## config.mk

```make
export PLATFORM = sky130hd
export DESIGN_NAME = one_mismatch_window_counter
export DESIGN_NICKNAME = d
export VERILOG_FILES = /design/src/rtl/omwc_pkg.sv /design/src/rtl/omwc_cell.sv /design/src/rtl/omwc_chain.sv /design/src/rtl/one_mismatch_window_counter.sv
export SDC_FILE = /design/constraint.sdc
export NUM_CORES = 1
export LEC_CHECK = 0
export BUFFER_PORTS_ARGS = -buffer_cell sky130_fd_sc_hd__buf_2
export CAP_MARGIN = 5
export CORE_MARGIN = 5
export CORE_UTILIZATION = 56
export DETAILED_ROUTE_END_ITERATION = 8
export MAX_ROUTING_LAYER = met4
export PLACE_DENSITY = 0.72
export SYNTH_ARGS = -nofsm -noshare
export SYNTH_HDL_FRONTEND = slang
export SYNTH_HIERARCHICAL = 1
export SYNTH_SLANG_ARGS = --single-unit
```

## constraint.sdc

```tcl
create_clock -name clk -period 23.3 [get_ports clk]
set_input_delay 3.495 -clock clk [delete_from_list [all_inputs] [get_ports clk]]
set_output_delay 3.495 -clock clk [all_outputs]
set_load 0.1 [all_outputs]
```

## src/rtl/omwc_pkg.sv

```systemverilog
// omwc_pkg: shared types and constants for the one-mismatch window counter
// no dependencies; imported by omwc_cell, omwc_chain and the top level
package omwc_pkg;

	localparam int MAX_PATTERN = 64;
	localparam int LEN_W       = $clog2(MAX_PATTERN + 1);
	localparam int COUNT_W     = 21;
	localparam int SYM_W       = 8;
	localparam int MM_W        = 2;

	localparam logic [COUNT_W-1:0] MAX_COUNT = COUNT_W'(1048576);
	localparam logic [LEN_W-1:0]   LEN_FULL  = LEN_W'(MAX_PATTERN);

	localparam logic [1:0] ACT_CLEAR   = 2'd0;
	localparam logic [1:0] ACT_PATTERN = 2'd1;
	localparam logic [1:0] ACT_TEXT    = 2'd2;

	localparam logic [MM_W-1:0] MM_ONE = MM_W'(1);
	localparam logic [MM_W-1:0] MM_SAT = MM_W'(2);

	typedef struct packed {
		logic [1:0]       action;
		logic [SYM_W-1:0] symbol;
	} in_t;

	typedef struct packed {
		logic [COUNT_W-1:0] match_count;
		logic               hit;
		logic               overflow_error;
	} out_t;

	// broadcast to every cell of the row
	typedef struct packed {
		logic             clear;
		logic             pat_wr;
		logic             text_en;
		logic [SYM_W-1:0] symbol;
	} cell_ctrl_t;

endpackage

```

## src/rtl/omwc_cell.sv

```systemverilog
// omwc_cell: one pattern position, holding its symbol, the window mismatch count
// and the end-of-pattern marker; depends on omwc_pkg
module omwc_cell import omwc_pkg::*; (
	input  logic             clk,
	input  logic             arst_n,
	input  cell_ctrl_t       ctrl,
	input  logic [MM_W-1:0]  prev_mm,
	input  logic             prev_last,
	output logic [MM_W-1:0]  mm,
	output logic             last,
	output logic             tail_hit
);

	logic [SYM_W-1:0] pat_q;
	logic [MM_W-1:0]  mm_q;
	logic             last_q;
	logic [MM_W-1:0]  mm_sum;
	logic             wr_here;

	// the write slot is the cell after the current end of pattern
	assign wr_here = ctrl.pat_wr && prev_last;
	assign mm_sum  = prev_mm + MM_W'(ctrl.symbol != pat_q);

	always_ff @(posedge clk) begin
		if (wr_here) begin
			pat_q <= ctrl.symbol;
		end
	end

	always_ff @(posedge clk or negedge arst_n) begin
		if (!arst_n) begin
			mm_q   <= '0;
			last_q <= 1'b0;
		end else if (ctrl.clear) begin
			mm_q   <= '0;
			last_q <= 1'b0;
		end else if (ctrl.pat_wr) begin
			mm_q   <= '0;
			last_q <= wr_here;
		end else if (ctrl.text_en) begin
			mm_q <= (mm_sum > MM_SAT) ? MM_SAT : mm_sum;
		end
	end

	assign mm       = mm_q;
	assign last     = last_q;
	assign tail_hit = last_q && (mm_q == MM_ONE);

endmodule

```

## src/rtl/omwc_chain.sv

```systemverilog
// omwc_chain: row of pattern cells, each passing its mismatch count and end
// marker to the next; depends on omwc_pkg and omwc_cell
module omwc_chain import omwc_pkg::*; (
	input  logic       clk,
	input  logic       arst_n,
	input  cell_ctrl_t ctrl,
	input  logic       len_zero,
	output logic       any_hit
);

	logic [MM_W-1:0]        mm   [MAX_PATTERN];
	logic [MAX_PATTERN-1:0] last;
	logic [MAX_PATTERN-1:0] tail;

	for (genvar j = 0; j < MAX_PATTERN; j++) begin : g_cell
		if (j == 0) begin : g_first
			omwc_cell u_cell (
				.clk       (clk),
				.arst_n    (arst_n),
				.ctrl      (ctrl),
				.prev_mm   ('0),
				.prev_last (len_zero),
				.mm        (mm[j]),
				.last      (last[j]),
				.tail_hit  (tail[j])
			);
		end else begin : g_rest
			omwc_cell u_cell (
				.clk       (clk),
				.arst_n    (arst_n),
				.ctrl      (ctrl),
				.prev_mm   (mm[j-1]),
				.prev_last (last[j-1]),
				.mm        (mm[j]),
				.last      (last[j]),
				.tail_hit  (tail[j])
			);
		end
	end

	// only the end-of-pattern cell can flag
	assign any_hit = |tail;

endmodule

```

## src/rtl/one_mismatch_window_counter.sv

```systemverilog
// one_mismatch_window_counter: top level, request decode, result stage and count
// depends on omwc_pkg and omwc_chain
//
//   port group   dir  handshake            payload
//   in_*         in   in_valid / in_ready  in_data  (in_t: action, symbol)
//   out_*        out  out_valid / out_ready out_data (out_t: match_count, hit, overflow_error)
//
// one request per cycle unless stalled; each result passes stage 1 and the result register
// the cell row updates at acceptance, the hit and count are registered as stage 1 advances
// reset clears the pattern length, cell counts and markers, count and flag
// a held result stalls the request stage once one request waits behind it
module one_mismatch_window_counter import omwc_pkg::*; (
	input  logic clk,
	input  logic arst_n,
	input  logic in_valid,
	output logic in_ready,
	input  in_t  in_data,
	output logic out_valid,
	input  logic out_ready,
	output out_t out_data
);

	logic               in_fire;
	logic               out_free;
	logic               adv;
	logic [LEN_W-1:0]   len_q;
	logic [LEN_W-1:0]   seen_q;
	logic [LEN_W-1:0]   seen_n;
	logic               valid_s1;
	logic               clear_s1;
	logic               ovf_s1;
	logic               text_s1;
	logic               ok_s1;
	logic [COUNT_W-1:0] count_q;
	logic               ovf_q;
	out_t               out_q;
	logic               out_valid_q;
	cell_ctrl_t         ctrl;
	logic               any_hit;
	logic               hit;
	logic               ovf_n;
	logic [COUNT_W-1:0] count_n;

	assign out_free = !out_valid_q || out_ready;
	assign adv      = valid_s1 && out_free;
	assign in_ready = !valid_s1 || out_free;
	assign in_fire  = in_valid && in_ready;

	assign seen_n = (seen_q == LEN_FULL) ? seen_q : seen_q + LEN_W'(1);

	always_comb begin
		ctrl         = '0;
		ctrl.symbol  = in_data.symbol;
		if (in_fire) begin
			unique case (in_data.action)
				ACT_CLEAR:   ctrl.clear   = 1'b1;
				ACT_PATTERN: ctrl.pat_wr  = (len_q != LEN_FULL);
				ACT_TEXT:    ctrl.text_en = 1'b1;
				default:     ;
			endcase
		end
	end

	omwc_chain u_chain (
		.clk      (clk),
		.arst_n   (arst_n),
		.ctrl     (ctrl),
		.len_zero (len_q == '0),
		.any_hit  (any_hit)
	);

	always_ff @(posedge clk or negedge arst_n) begin
		if (!arst_n) begin
			len_q    <= '0;
			seen_q   <= '0;
			valid_s1 <= 1'b0;
			clear_s1 <= 1'b0;
			ovf_s1   <= 1'b0;
			text_s1  <= 1'b0;
			ok_s1    <= 1'b0;
		end else begin
			if (adv) begin
				valid_s1 <= 1'b0;
			end
			if (in_fire) begin
				valid_s1 <= 1'b1;
				clear_s1 <= 1'b0;
				ovf_s1   <= 1'b0;
				text_s1  <= 1'b0;
				ok_s1    <= 1'b0;
				unique case (in_data.action)
					ACT_CLEAR: begin
						len_q    <= '0;
						seen_q   <= '0;
						clear_s1 <= 1'b1;
					end
					ACT_PATTERN: begin
						if (len_q == LEN_FULL) begin
							ovf_s1 <= 1'b1;
						end else begin
							len_q  <= len_q + LEN_W'(1);
							seen_q <= '0;
						end
					end
					ACT_TEXT: begin
						seen_q  <= seen_n;
						text_s1 <= 1'b1;
						ok_s1   <= (seen_n >= len_q);
					end
					default: ;
				endcase
			end
		end
	end

	assign hit     = text_s1 && ok_s1 && any_hit;
	assign ovf_n   = ovf_q || ovf_s1;
	assign count_n = (hit && (count_q < MAX_COUNT)) ? count_q + COUNT_W'(1) : count_q;

	always_ff @(posedge clk or negedge arst_n) begin
		if (!arst_n) begin
			count_q     <= '0;
			ovf_q       <= 1'b0;
			out_valid_q <= 1'b0;
		end else begin
			if (out_ready) begin
				out_valid_q <= 1'b0;
			end
			if (adv) begin
				out_valid_q <= 1'b1;
				if (clear_s1) begin
					count_q <= '0;
					ovf_q   <= 1'b0;
				end else begin
					count_q <= count_n;
					ovf_q   <= ovf_n;
				end
			end
		end
	end

	always_ff @(posedge clk) begin
		if (adv) begin
			if (clear_s1) begin
				out_q <= '0;
			end else begin
				out_q.match_count    <= count_n;
				out_q.hit            <= hit;
				out_q.overflow_error <= ovf_n;
			end
		end
	end

	assign out_valid = out_valid_q;
	assign out_data  = out_q;

endmodule

```

==> results.toml <==
[status]
outcome = "finished, final reports clean"

[global_route]
antenna_found_initial = 0
grt_overflow_total = 0
track_usage_pct = 20.8
grt_pass1_wl_um = 111000
grt_max_degree = 193
grt_pass1_vias = 21200

[power_and_ir_drop]
switching_power_uw = 784
clkPwrFrac_pct = 39.3
peakVddDrop_mv = 0.0727
p_leak_nw = 14.4
powerDensity_nw_per_um2 = 82.5
switching_share_pct = 24.6
p_comb_share_pct = 11.3
power_frac_seq_pct = 49.4
p_int_mw = 2.40

[timing]
finalHoldViolations = 0
rsz0062_at_grt = "false"
max_clock_freq_ghz = 0.129
period_needed_ns = 7.74
whs_ns = 0.498
timing.final.crit_share_pct = 33.2
drv_slew = 0
slew_headroom_pct = 23.6
fin_skew_ns = 0.0182
finalSetupViolations = 0
finalSetupTns_ns = 0
worst_slew_pin_slew_ns = 1.15

[die]
io_pins = 39
start_util_pct = 56.4
fp.coreArea_um2 = 61500
die_x_um = 259
die_h_um = 259
rows = 91
die-area_um2 = 67000

[place]
gp_congestion = 0.810
port_buffers = 38
place_inst = 3440
dpl_cell_area_um2 = 36000
dp_hpwl_um = 37000

[synth]
synthesis.area_um2 = 34700
synth_cell_types = 50
synthFlopType = "edfxtp_1"
synth_edf_count = 535
synth-seq-cells = 769
synth_warnings = 6
async_reset_ff_share_pct = 30.4
synth_cells = 2611
avgSynthCellArea_um2 = 13.3
seq_area_frac_synth_pct = 63.2

[clock_tree]
cts.path.max_buffers = 3
cts-root-buf = "clkbuf_16"
clk_pin_slew_ns = 0.06
htreeDepth = 3
cts_tree = "done"
clkSinkCount = 769
clock_latency_ns = 0.62
cts_resized = 0
cts_setup_buffers = 0
cts_buffers = 80
hold_buffers = 0

[final_layout]
drive_gt1_share_pct = 8.93
antennaDiodeCount = 0
final-instance-count-excl-fill = 3589
final_nets = 2822
syn_to_final_growth_pct = 11.4
nFillCells = 4580
design_area_um2 = 38600

[worst_setup_path]
max_stage_delay_ns = 0.47
crit_fanout = 6
critPathKind = "in2out"
critPathLaunchType = "primary input"
crit_required_ns = 19.81
cp_slowest_cell = "buf_2"
crit_top_cell = "buf_2"
cp.arrival_ns = 4.25
path_delay_family = "buffers and inverters"
critical_path_buf_inv_count = 2
path_cells = "buf_2 > nand3b_1 > buf_2"
end_kind = "output pin"

[routing]
via_per_inst = 5.67
dr.pass1.iters = 4
num_vias = 20300
first_iter_violations = 1247
wl_um = 67300
ant_nets = 0
wl_per_cell_um = 18.8
drc_errors = 0

[job]
drv_cap = 0

[worst_hold_path]
hold_path_class = "reg2reg"
-- path summary, 6_finish.rpt --
path | start | to | slack (ns) | cells after the start
worst max-delay path | out_ready | in_ready | 15.56 | 3
worst min-delay path | valid_s1 | out_valid | 0.50 | 1
worst max register to register | out_valid | u_chain/g_cell[51].g_rest.u_cell/mm[1] | 19.22 | 7
worst min register to register | valid_s1 | out_valid | 0.50 | 1
max in group asynchronous | arst_n | u_chain/g_cell[13].g_rest.u_cell/last | 18.85 | 2
min in group asynchronous | arst_n | count_q[12] | 2.92 | 1
-- cell families (layout without fill, tap and decap cells) --
group	Yosys count	after routing	share of synthesized area (%)
AOI/OAI and AO/OA	268	268	6.21
adders and majority gates	76	76	2.74
other	1	2	0.0108
muxes	4	4	0.133
buffers and inverters	99	286	1.11
and+or+nand+nor	794	794	11.5
DFF	769	769	63.2
xor gates and xnor gates	600	600	15.1
-- synth_stat cells, types with 2 or more instances --
library cell / number / area, um^2
o21ai_0: 27 / 135
nor4_4: 2 / 42.5
nand2_1: 162 / 608
nor3_1: 66 / 330
edfxtp_1: 535 / 16100
clkbuf_1: 7 / 26.3
ha_1: 76 / 951
nand2b_1: 5 / 31.3
o22ai_1: 4 / 25.0
and3_1: 5 / 31.3
a22o_1: 6 / 52.6
nand4_1: 14 / 87.6
buf_2: 5 / 25.0
inv_1: 82 / 308
o31ai_1: 14 / 105
buf_4: 2 / 15.0
mux2i_1: 2 / 20.0
and2_1: 68 / 425
nand3_1: 15 / 75.1
xnor2_1: 74 / 648
a31oi_1: 72 / 450
a21oi_1: 75 / 375
a2111oi_2: 64 / 961
or3_1: 5 / 31.3
xor2_1: 526 / 4610
nor4_1: 145 / 907
dfrtp_1: 234 / 5860
nor2b_1: 66 / 413
nor2_1: 229 / 860
and4_1: 2 / 17.5
nand3b_1: 3 / 22.5
-- metrics by stage --
stage | utilization (%) | power (mW) | setup slack [ns]
after global routing | 62.8 | 3.32 | 15.51
after global placement | 58.6 | 1.94 | 15.57
after floorplan | - | 1.86 | 8.01
after CTS | 62.8 | 3.22 | 15.55
after detailed placement | 58.6 | 1.96 | 15.56
final | 62.8 | 3.19 | 15.56
-- worst register-to-register path, delay by kind of cell, from the launching register on --
family,cells,cell delay (ns)
AND/OR/NAND/NOR,3,0.80
flip-flops,1,0.39
buffers and inverters,3,2.40
AO/OA/AOI/OAI,1,0.37
-- metal layers --
| layer | global-route usage (%) | routed length (um) |
|---|---|---|
| met1 | 28.0 | 30500 |
| met2 | 34.3 | 33100 |
| met3 | 3.18 | 2390 |
| met4 | 4.72 | 1270 |
| met5 | - | 0 |
-- layout by cell type (no fill, tap or decap), types with 5 or more instances in the layout --
cell	synthesis	layout
clkinv_2	0	12
nand2_1	162	162
o21ai_0	27	27
a22o_1	6	6
ha_1	76	76
or3_1	5	5
clkbuf_1	7	24
edfxtp_1	535	535
xnor2_1	74	74
clkbuf_8	0	13
o31ai_1	14	14
nor2_1	229	227
and3_1	5	5
inv_1	82	81
a2111oi_2	64	64
nand4_1	14	14
a31oi_1	72	72
clkinv_1	1	6
nand3_1	15	15
buf_6	0	8
xor2_1	526	526
a21oi_1	75	75
nand2b_1	5	5
dfrtp_1	234	234
nor4_1	145	145
buf_4	2	14
nor3_1	66	66
nor2b_1	66	66
clkbuf_16	0	83
buf_2	5	29
and2_1	68	68
-- power by group through the flow --
stage	clock network (mW)	logic, mW	registers [mW]
2_1_floorplan	0	0.250	1.61
3_3_place_gp	0	0.346	1.60
3_5_place_dp	0	0.360	1.60
4_1_cts	1.28	0.364	1.57
5_1_grt	1.34	0.403	1.58
6_report	1.25	0.360	1.57
-- final cells by class --
| type | count | area [um^2] | area share (%) |
|---|---|---|---|
| inverter | 83 | 319 | 0.826 |
| clock buffer | 120 | 2350 | 6.07 |
| tap | 790 | 988 | 2.56 |
| clock inverter | 29 | 265 | 0.686 |
| sequential | 769 | 21900 | 56.7 |
| timing repair buffer | 54 | 395 | 1.02 |
| multi-input combinational | 1744 | 12400 | 32.1 |
-- registers in the layout, summed over array words and instances (netlist names), 2 cells and up --
signal and cells:
u_chain/g_cell.g_rest.u_cell/mm 126, u_chain/g_cell.g_rest.u_cell/pat_q 504, u_chain/g_cell.g_first.u_cell/pat_q 8, out_data 23, count_q 21, u_chain/g_cell.g_first.u_cell/mm 2
seen_q 7, len_q 7, u_chain/g_cell.g_rest.u_cell/last 63
Note: power is estimated with default switching activity, not from simulation.
